--- src/hw/rtl/sbc_pkg.sv ---
package sbc_pkg;

  // widths of the arithmetic path
  localparam int unsigned CRD_W    = 32;
  localparam int unsigned RAD_IN_W = 31;
  localparam int unsigned SQ_W     = 64;
  localparam int unsigned ROOT_W   = 32;
  localparam int unsigned REM_W    = 35;
  localparam int unsigned NUM_W    = 47;
  localparam int unsigned DEN_W    = 33;
  localparam int unsigned QBITS    = 15;
  localparam int unsigned DIR_W    = 16;
  localparam int unsigned DIR_ONE  = 16384;

  // item data riding alongside the arithmetic
  typedef struct packed {
    logic                valid;
    logic                hit;
    logic [RAD_IN_W-1:0] radius;
    logic [RAD_IN_W-1:0] mag_x;
    logic [RAD_IN_W-1:0] mag_y;
    logic [RAD_IN_W-1:0] mag_z;
    logic                neg_x;
    logic                neg_y;
    logic                neg_z;
  } sbc_side_t;

  // square root cell state
  typedef struct packed {
    sbc_side_t         side;
    logic [SQ_W-1:0]   rad;
    logic [REM_W-1:0]  rem;
    logic [ROOT_W-1:0] root;
  } sbc_sq_t;

  // division cell state, three lanes sharing one divisor
  typedef struct packed {
    logic                valid;
    logic                hit;
    logic                qzero;
    logic [RAD_IN_W-1:0] depth;
    logic                neg_x;
    logic                neg_y;
    logic                neg_z;
    logic [DEN_W-1:0]    den;
    logic [NUM_W-1:0]    num_x;
    logic [NUM_W-1:0]    num_y;
    logic [NUM_W-1:0]    num_z;
    logic [QBITS-1:0]    quo_x;
    logic [QBITS-1:0]    quo_y;
    logic [QBITS-1:0]    quo_z;
  } sbc_dv_t;

endpackage

--- src/hw/rtl/sbc_sqrt_cell.sv ---
module sbc_sqrt_cell (
  input  logic            clk,
  input  logic            rst_n,
  input  sbc_pkg::sbc_sq_t d_in,
  output sbc_pkg::sbc_sq_t d_out
);

  sbc_pkg::sbc_sq_t               d_r;
  sbc_pkg::sbc_sq_t               d_nxt;
  logic [sbc_pkg::REM_W-1:0]      rem_sh;
  logic [sbc_pkg::REM_W-1:0]      trial;

  // one root bit per cell
  always_comb begin
    rem_sh = {d_in.rem[sbc_pkg::REM_W-3:0], d_in.rad[sbc_pkg::SQ_W-1 -: 2]};
    trial  = {1'b0, d_in.root, 2'b01};
    d_nxt      = d_in;
    d_nxt.rad  = {d_in.rad[sbc_pkg::SQ_W-3:0], 2'b00};
    if (rem_sh >= trial) begin
      d_nxt.rem  = rem_sh - trial;
      d_nxt.root = {d_in.root[sbc_pkg::ROOT_W-2:0], 1'b1};
    end else begin
      d_nxt.rem  = rem_sh;
      d_nxt.root = {d_in.root[sbc_pkg::ROOT_W-2:0], 1'b0};
    end
  end

  always_ff @(posedge clk) begin
    d_r <= d_nxt;
    if (!rst_n) begin
      d_r.side.valid <= 1'b0;
    end
  end

  assign d_out = d_r;

endmodule

--- config.mk ---
export PLATFORM = sky130hd
export DESIGN_NAME = sbc_sqrt_cell
export DESIGN_NICKNAME = d
export VERILOG_FILES = /design/src/hw/rtl/sbc_pkg.sv /design/src/hw/rtl/sbc_sqrt_cell.sv
export SDC_FILE = /design/constraint.sdc
export NUM_CORES = 1
export LEC_CHECK = 0
export ABC_AREA = 1
export BUFFER_PORTS_ARGS = -buffer_cell sky130_fd_sc_hd__buf_2
export CORE_AREA = 2 2 201 203
export CTS_CLUSTER_DIAMETER = 200
export DETAILED_ROUTE_END_ITERATION = 12
export DIE_AREA = 0 0 203 205
export PLACE_DENSITY = 0.55
export SETUP_SLACK_MARGIN = 0.02
export SYNTH_ARGS = -nofsm -noshare
export SYNTH_HDL_FRONTEND = slang
export SYNTH_SLANG_ARGS = --single-unit
--- constraint.sdc ---
create_clock -name clk -period 4.3 [get_ports clk]
set_input_delay 0.86 -clock clk [delete_from_list [all_inputs] [get_ports clk]]
set_output_delay 0.86 -clock clk [all_outputs]
set_load 0.1 [all_outputs]
Word level (Yosys, flattened, before mapping). Cells that the tools add are included.

Register bits after elaboration: 258. Bits of input ports: 262. Output and inout port bits: 260. Logic and storage cells: 15.

Add/sub/neg operators: 1. Magnitude comparators: 1. Multiplexer cells: 1.

Operators with widths (number): 2-to-1 mux 67 bit (1); >= comparator 35 x 34 -> 1 bit (1); subtractor 35 x 34 -> 35 bit (1).

Logic depth before layout (Yosys ltp).
Depth after elaboration: 2. Gate-level depth with buffers: 16. Gate-level depth less buffers: 15.

Worst setup path after synthesis. OpenSTA, ideal clock, no wires.

Kind: input-to-reg. From: in d_in[14] (netlist bit). To: reg d_r, in the netlist d_out[58]. Library setup time: 113 ps. Arrival time: 2239 ps. Required time: 4187 ps. Setup slack: 1948 ps. Stages: 13. Buffers on the path: 1. Path through: inv_1 -> ha_1 -> nand2_1 -> inv_2 -> nand2_2 -> inv_2 -> a21oi_1 -> nand3_1 -> nand3_2 -> nand2_8 -> buf_4 -> nand3_1 -> nand2_1.

RTL lines: from (decl) (RTL line sbc_sqrt_cell.sv:4) `input sbc_pkg::sbc_sq_t d_in,`; to (signal assigned) (RTL line sbc_sqrt_cell.sv:29) `d_r <= d_nxt;`; to (decl) (RTL line sbc_sqrt_cell.sv:8) `sbc_pkg::sbc_sq_t d_r;`.

==> metrics.txt <==
outcome=complete, no violations; Hold Path End=d_out[82]; H-tree Lvls=1; Arr. time, crit path=~3.1 ns; vias=7,838; Max Freq=a little under 0.4 GHz; leakage=6.81 nW; Final Net Count=approximately 1,800; fin crit share=60.2%; Die Ht=205 um; dpl cells=between 1,500 and 2,000; DR WL/cell=approximately 21 um; detailed-route wire length=42,300 um; most frequent cells in the layout=buf_2 (517), nand2_1 (305), dfxtp_1 (258), inv_1 (120), nor2_1 (63); Final Setup Violations=0; RSZ-0062 raised after global routing=false; crit path kind=in2reg; Clock transition at path regs=0.06 ns; Final Max Tran Viols=0; Ys Warns=0; full die area=41,600 um^2; Filler cells=between 4,000 and 5,000; Pre-antenna DRT Iters=6; Comb power frac=28.8%; num ports=522; setup bufs post-CTS=0; CP max-delay cell=ha_1; Switching Fraction=39.9%; clk sinks=258; final core area utilization=31.8%; largest net degree at the start of global routing=38; Die X=roughly 200 um; main combinational cell family by area after synthesis=simple AND/OR/NAND/NOR gates; crit end category=flip-flop; Crit Path Max Fanout=37; Worst path max stage delay=0.37 ns; Post-Layout Cell Count=2,020; CTS Hold Bufs=0; cells resized by post-CTS repair=0; post-synthesis xor/xnor area fraction=1.90%; Post-synth top flop=dfxtp_1; number of synthesized flops with an enable pin=0; Placement Cell Area=11,500 um^2; commonest non-fill, non-tap cell in the layout=buf_2; Mapped Cells=918; HPWL after DPL=36,000 um; CORE AREA=just under 40,000 um^2; complex-gate fraction of the synthesized area=2.75%; via/cell ratio=around 3.9; Seq pwr share=35.5%; row cnt=73; CP Buf/Inv Count=4; CP dominant cell by count=nand2_1; hold path depth=1; Worst Hold Class=in2reg; post-synthesis sequential element count=258; initial antenna violation count=35; global-route wire length before repair=approximately 57,000 um; setup_tns=0 ns; gp weighted congestion=0.893; distinct cell type count after synthesis=30; Starting DRT DRC Count=233; number of flip-flops in the largest register=258; layout cell share with drive strength beyond 1=39.7%; Max-slew headroom=57.1%; Async S/R FF share, synth=0%; IO Port Bufs=517; Root Buffer=clkbuf_16; Least-Margin Pin Slew=0.648 ns; initial core utilization=approximately a fifth; required time of the critical path=roughly 4.8 ns; Net Sw Power=2.93 mW; Seq/Total Area, Yosys=62.3%; Area Growth Syn to Fin=50.9%; vias in the first global route=7,967; Max-Cap Viols=0; CP Launch Type=primary input; Tmin final=2.59 ns; Top delay family on crit path=simple AND/OR/NAND/NOR gates; mux contribution to synthesized area=0%; Final ANT Viol Nets=0; WHS=~0.37 ns; average cell area after synthesis=between 9 and 10 um^2; clock share of power=35.7%; Hold Crit Start=d_in[80]; CP cell instances=buf_2, inv_1, ha_1, a21oi_1, inv_1, nor2_1, nand2_1, nand2_1, nand3_2, nor2_4, nand2_8, inv_4, nand2_1, nand2_1; CTS tree=built; Synth Area in Adders=5.13%; Post-Syn Area=roughly 8300 um^2; Final Hold Viols=0; Clock Tree Buf Depth=3; Cell Int Power=4.43 mW; CTS buffer count=30; simple-gate portion of the synthesized area=21.2%; Max IR drop VDD=0.274 mV; pwr/cell area=588 nW/um^2; Remaining DRCs=0; overall routing resource usage=19.3%; Remaining Overflow, GRT=0; final design instance area without fill=around 13,000 um^2
Yosys cell counts (2+ instances only):
cell,count,share of area (%)
a21oi_1,24,1.4
dfxtp_1,258,62
nor2_1,63,2.9
nand3_2,2,0.24
nand3_1,36,2.2
nand4_1,4,0.30
o21bai_1,3,0.27
inv_1,120,5.4
xnor2_1,2,0.21
buf_4,5,0.45
nand2_1,305,14
buf_6,3,0.41
nand3b_1,9,0.81
ha_1,34,5.1
nor2_2,4,0.30
a21o_1,2,0.18
xor2_1,16,1.7
o21a_1,2,0.18
a21oi_2,2,0.21
o21ai_0,5,0.30
nor3_1,3,0.18
inv_2,8,0.36
cells by family after synthesis:
group                      count (synthesis)
AOI/OAI and AO/OA                         40
DFF                                      258
buffers and inverters                    137
adders and majority gates                 34
xor gates and xnor gates                  18
other                                      1
and+or+nand+nor                          430
power groups by stage:
stage / clock [mW] / combinational [mW] / sequential (mW)
finish: 2.63 / 2.12 / 2.61
global route: 2.78 / 2.21 / 2.63
CTS: 2.71 / 2.14 / 2.62
detailed placement: 0 / 2.13 / 2.66
global placement: 0 / 2.14 / 2.66
floorplan: 0 / 0.353 / 3.96
routing by layer:
layer | GRT usage [%] | share of wire, %
met4 | 5.89 | 3.4
met3 | 8.48 | 8.9
met2 | 33.5 | 48
met1 | 21.2 | 39
met5 | 1.67 | 0.52
per-stage QoR:
stage / setup slack, ns / power [mW]
final: 1.71 / 7.36
after global routing: 1.49 / 7.63
after CTS: 1.71 / 7.47
after detailed placement: 1.10 / 4.80
after global placement: 1.10 / 4.80
after floorplan: 1.95 / 4.31
area by class of cell:
cell class | count | area [um^2] | area share (%)
Inverter | 129 | 487 | 3.89
Sequential cell | 258 | 5160 | 41.3
Timing Repair Buffer | 517 | 2590 | 20.7
Tap cell | 525 | 657 | 5.25
Antenna cell | 11 | 27.5 | 0.220
Multi-Input combinational cell | 524 | 2580 | 20.6
Clock buffer | 36 | 793 | 6.34
Clock inverter | 20 | 228 | 1.82
worst max-delay path by stage:
stage	start	depth (start not counted)	slack (ns)	end
4_1_cts	d_in[24]	14	1.71	d_out[62]
2_1_floorplan	d_in[14]	13	1.95	d_out[58]
6_report	d_in[24]	14	1.71	d_out[62]
3_3_place_gp	d_in[24]	14	1.10	d_out[56]
5_1_grt	d_in[24]	14	1.49	d_out[47]
3_5_place_dp	d_in[24]	14	1.10	d_out[63]
Note: power is estimated with default switching activity, not from simulation.
