--- config.mk ---
export PLATFORM = sky130hd
export DESIGN_NAME = sbc_div_cell
export DESIGN_NICKNAME = d
export VERILOG_FILES = /design/src/hw/rtl/sbc_pkg.sv /design/src/hw/rtl/sbc_div_cell.sv
export SDC_FILE = /design/constraint.sdc
export NUM_CORES = 1
export LEC_CHECK = 0
export ABC_CLOCK_PERIOD_IN_PS = 2700
export BUFFER_PORTS_ARGS = -buffer_cell sky130_fd_sc_hd__buf_2
export CAP_MARGIN = 10
export CORE_AREA = 2 2 198 200
export CTS_BUF_LIST = sky130_fd_sc_hd__clkbuf_8
export CTS_CLUSTER_DIAMETER = 40
export DETAILED_ROUTE_END_ITERATION = 8
export DIE_AREA = 0 0 200 202
export PLACE_DENSITY = 0.72
export SKIP_CTS_REPAIR_TIMING = 1
export SYNTH_ARGS = -nofsm -noshare
export SYNTH_HDL_FRONTEND = slang
export SYNTH_SLANG_ARGS = --single-unit
export TNS_END_PERCENT = 50
--- constraint.sdc ---
create_clock -name clk -period 2.7 [get_ports clk]
set_input_delay 0 -clock clk [delete_from_list [all_inputs] [get_ports clk]]
set_output_delay 0 -clock clk [all_outputs]
set_load 0.02 [all_outputs]
--- src/hw/rtl/sbc_pkg.sv ---
package sbc_pkg;

  // widths of the arithmetic path
  localparam int unsigned CRD_W    = 32;
  localparam int unsigned RAD_IN_W = 31;
  localparam int unsigned SQ_W     = 64;
  localparam int unsigned ROOT_W   = 32;
  localparam int unsigned REM_W    = 35;
  localparam int unsigned NUM_W    = 47;
  localparam int unsigned DEN_W    = 33;
  localparam int unsigned QBITS    = 15;
  localparam int unsigned DIR_W    = 16;
  localparam int unsigned DIR_ONE  = 16384;

  // item data riding alongside the arithmetic
  typedef struct packed {
    logic                valid;
    logic                hit;
    logic [RAD_IN_W-1:0] radius;
    logic [RAD_IN_W-1:0] mag_x;
    logic [RAD_IN_W-1:0] mag_y;
    logic [RAD_IN_W-1:0] mag_z;
    logic                neg_x;
    logic                neg_y;
    logic                neg_z;
  } sbc_side_t;

  // square root cell state
  typedef struct packed {
    sbc_side_t         side;
    logic [SQ_W-1:0]   rad;
    logic [REM_W-1:0]  rem;
    logic [ROOT_W-1:0] root;
  } sbc_sq_t;

  // division cell state, three lanes sharing one divisor
  typedef struct packed {
    logic                valid;
    logic                hit;
    logic                qzero;
    logic [RAD_IN_W-1:0] depth;
    logic                neg_x;
    logic                neg_y;
    logic                neg_z;
    logic [DEN_W-1:0]    den;
    logic [NUM_W-1:0]    num_x;
    logic [NUM_W-1:0]    num_y;
    logic [NUM_W-1:0]    num_z;
    logic [QBITS-1:0]    quo_x;
    logic [QBITS-1:0]    quo_y;
    logic [QBITS-1:0]    quo_z;
  } sbc_dv_t;

endpackage

--- src/hw/rtl/sbc_div_cell.sv ---
module sbc_div_cell #(
  parameter int unsigned SHIFT = 0
) (
  input  logic             clk,
  input  logic             rst_n,
  input  sbc_pkg::sbc_dv_t d_in,
  output sbc_pkg::sbc_dv_t d_out
);

  sbc_pkg::sbc_dv_t           d_r;
  sbc_pkg::sbc_dv_t           d_nxt;
  logic [sbc_pkg::NUM_W-1:0]  cmp;
  logic                       bx;
  logic                       by;
  logic                       bz;

  // one quotient bit per cell on all three lanes
  always_comb begin
    cmp = sbc_pkg::NUM_W'(d_in.den) << SHIFT;
    bx  = (d_in.num_x >= cmp);
    by  = (d_in.num_y >= cmp);
    bz  = (d_in.num_z >= cmp);
    d_nxt       = d_in;
    d_nxt.num_x = bx ? d_in.num_x - cmp : d_in.num_x;
    d_nxt.num_y = by ? d_in.num_y - cmp : d_in.num_y;
    d_nxt.num_z = bz ? d_in.num_z - cmp : d_in.num_z;
    d_nxt.quo_x = {d_in.quo_x[sbc_pkg::QBITS-2:0], bx};
    d_nxt.quo_y = {d_in.quo_y[sbc_pkg::QBITS-2:0], by};
    d_nxt.quo_z = {d_in.quo_z[sbc_pkg::QBITS-2:0], bz};
  end

  always_ff @(posedge clk) begin
    d_r <= d_nxt;
    if (!rst_n) begin
      d_r.valid <= 1'b0;
    end
  end

  assign d_out = d_r;

endmodule

Word-level counts from Yosys, hierarchy flattened
Index checks and enable logic that the tools add are counted.
{"block": "word_totals", "output_inout_bits": 256, "ff_bits": 256, "in_bits": 258}
{"block": "op_classes", "magnitude_cmp": 3, "muxes": 3, "addsub": 3}
{"operator": "$ge A47 B33 Y1", "n": 3}
{"operator": "$mux W47", "n": 3}
{"operator": "$sub A47 B33 Y47", "n": 3}

Depth between registers and ports, before layout
{"block": "logic_depth", "word_depth": 2, "depth_mapped": 15, "ltp_nobuf": 13}

Worst setup path before layout
No wires, ideal clock.
{"block": "synth_timing", "path_kind": "input -> register", "startpoint": "input port d_in[92] (netlist name)", "endpoint": "register d_r (netlist bit d_out[130])", "cell_stages": 13, "setup_time_ns": 0.072, "arrival_ns": 2.794, "path_buffers": 0, "setup_slack_ns": -0.166, "t_required_ns": 2.628, "path_cell_list": "inv_1 > ha_1 > inv_1 > fa_1 > a21o_1 > a21o_1 > a211oi_1 > o21ai_1 > a311oi_1 > o21ai_1 > a22oi_1 > and4b_1 > xor2_1"}
{"item": "from (decl)", "line": "sbc_div_cell.sv:6", "source": "input sbc_pkg::sbc_dv_t d_in,"}
{"item": "to (signal assigned)", "line": "sbc_div_cell.sv:33", "source": "d_r <= d_nxt;"}
{"item": "to (decl)", "line": "sbc_div_cell.sv:10", "source": "sbc_pkg::sbc_dv_t d_r;"}

==> summary.json <==
{
  "status": "complete, but fails checks",
  "failed_checks": "negative hold slack",
  "grt_pass1_wl_um": 77400,
  "critical-path-max-stage-delay_ns": 0.57,
  "intPower_mw": 8.15,
  "final_area_mm2": 0.0219,
  "power_switching_mw": 4.19,
  "finalWorstPathRequiredPeriod_ns": 2.62,
  "numCtsBuffers": 48,
  "timing.max_slew.rel_slack_pct": 56.9,
  "route.detailed.drc": 0,
  "timing.critical_path.required_ns": 3.17,
  "global_route.overflow_total": 0,
  "synth_seq_cells": 256,
  "coreArea_mm2": 0.0383,
  "initial_core_util_pct": 33.9,
  "synth_common_cells": "256 x dfxtp_1, 160 x a21oi_1, 121 x nand2_1",
  "grt_start_max_net_pins": 28,
  "report.power.total_mw": 12.3,
  "synth.distinct_cells": 76,
  "worst-slew-pin-transition_ns": 0.639,
  "first_global_vias": 13900,
  "worstSetupPathType": "in2reg",
  "combinationalPowerShare_pct": 33.4,
  "postSynthAreaPerCell_um2": 8.79,
  "postSynthNetCount": 1834,
  "final_core_utilization_pct": 57.1,
  "finalSetupViolCount": 0,
  "postPlaceCellArea_mm2": 0.0183,
  "ir_drop_mv": 0.436,
  "setup.worst_path.start_class": "primary input",
  "critPathArrivalTime_ns": 3.09,
  "critical_path_peak_fanout": 4,
  "fp.dieH_um": 202,
  "synth_cell_area_mm2": 0.0130,
  "ys_top_cells_by_area": "dfxtp_1 40%, ha_1 9.6%, a21oi_1 6.2%, xor2_1 4.7%, xnor2_1 4.2%",
  "num_io_pins": 514,
  "sequential_fraction_of_the_synthesis_area_pct": 39.5,
  "dp_hpwl_um": 43800,
  "routed_wirelength_normalized_by_instance_count_um": 18.4,
  "clock_path_buffers": 3,
  "yosysWarnings": 0,
  "finalHoldViolCount": 9,
  "clock_power_share_pct": 31.0,
  "min-delay-path-class": "in2reg",
  "netlist.area_leader.share_pct": 39.5,
  "switching_part_of_the_total_pct": 33.9,
  "drt_first_iter_violations": 818,
  "slowest_stage": "dlygate4sd3_1",
  "fp.dieArea_mm2": 0.0404,
  "grt_antenna_before_repair": 7,
  "synth_enable_flop_cells": 0,
  "synthesis.instances": 1474,
  "postSynth.topFlopCell": "dfxtp_1",
  "synthToLayoutAreaGrowth_pct": 68.8,
  "synthMostInstantiatedCell": "dfxtp_1",
  "fin_cells": 3084,
  "placedCellCount": 2740,
  "tritoncts": "done",
  "numPortBuffers": 510,
  "timing.critical_path.cells": "dlygate4sd3_1, buf_2, ha_1, a21o_1, o21bai_1, a221oi_1, nor3b_1, o31a_1, a2111o_1, nand4bb_1, nand4_1, xnor2_1",
  "globalplace.congestion": 0.968,
  "detail-route-antenna-nets": 0,
  "maxCapViolations": 0,
  "synth-async-reset-ratio_pct": 0,
  "floorplan.rows": 72,
  "routed_via_density": 4.91,
  "htree_levels": 2,
  "largest_register_ffs": 256,
  "cts_root_buf": "clkbuf_8",
  "global_route.usage.total_pct": 24.8,
  "netlist.top_cell.by_area": "dfxtp_1",
  "power_density_mw_per_mm2": 564,
  "drive_above_1_share_pct": 36.5,
  "hold_path_depth": 1,
  "endpoint_kind": "register",
  "via_count": 15100,
  "power_leakage_nw": 10.6,
  "fmax_ghz": 0.381,
  "die_w_um": 200,
  "holdWs_ns": -0.405,
  "seq_pwr_share_pct": 35.7,
  "tritoncts_num_sinks": 256,
  "finalNetCount": 2887,
  "wirelength_um": 56600,
  "drt_pass1_iterations": 5,
  "maxSlewViolCount": 0,
  "fillerInstances": 3286,
  "fin_crit_sh_pct": 97.1,
  "clkTransAtPathRegs_ns": 0.06
}
==> metal layers <==
layer	part of all wire (%)	vias up	global-route usage, %	wire, µm
li1	-	7375	-	-
met1	40	6988	29.9	22600
met2	50	652	43.9	28100
met3	7.4	114	5.04	4210
met4	3.0	2	8.15	1680
met5	0.021	-	0	12
==> path summary, 6_finish.rpt <==
path	from	end	slack, ns
setup / recovery	d_in[61]	d_out[82]	0.08
hold / removal	d_in[186]	d_out[186]	-0.40
==> cell type report <==
| class | instances | area (µm²) | share of cell area [%] |
|---|---|---|---|
| flip-flops and latches | 256 | 5120 | 23.4 |
| clock buffers | 54 | 743 | 3.40 |
| multi-input cells | 1086 | 7350 | 33.6 |
| clock inverters | 30 | 228 | 1.04 |
| diodes | 5 | 12.5 | 0.0572 |
| inverters | 65 | 244 | 1.12 |
| repair buffers | 1070 | 7520 | 34.4 |
| well taps | 518 | 648 | 2.96 |
==> cell families (layout without fill, tap and decap cells) <==
logic type               count (synthesis)  in the layout  share of synthesized area (%)
buffers and inverters                  132           1219                           3.99
flip-flops                             256            256                           39.5
multiplexers                            22             22                           1.88
adder cells (fa/ha/maj)                102            102                           10.0
XOR/XNOR                               132            132                           8.92
AO/OA/AOI/OAI                          409            409                           19.5
other                                    0              5                              0
AND/OR/NAND/NOR                        421            421                           16.2
==> metrics by stage <==
stage                     setup slack, ns  TNS, ns
after CTS                           0.273        0
after detailed placement           -0.399   -23.49
after global routing              -0.0696   -0.138
after floorplan                    0.0191        0
final                              0.0776        0
after global placement             -0.334   -20.47
==> worst max-delay path: cells and delay by family <==
kind / cells / cell delay (ns)
adder cells (fa/ha/maj): 1 / 0.30
buffers and inverters: 2 / 0.71
XOR/XNOR: 1 / 0.18
AO/OA/AOI/OAI: 5 / 1.39
AND/OR/NAND/NOR: 3 / 0.50
==> power groups by stage <==
stage                     sequential [mW]  clock, mW  combinational, mW
after floorplan                      5.07          0               1.40
after global placement               4.47          0               3.74
after detailed placement             4.47          0               3.76
after CTS                            4.40       3.92               3.78
after global routing                 4.44       4.11               4.43
final                                4.40       3.82               4.12
==> layout by cell type, fill, tap and decap left out, drive strengths merged, types with 62 or more instances in the layout <==
cell type    count
buf            815
ha              99
inv             75
xnor2           62
dfxtp          256
nor2           105
o21ai           88
xor2            70
nand2          121
dlygate4sd3    255
a21oi          160
No activity file was read; power rests on OpenSTA's default activity.
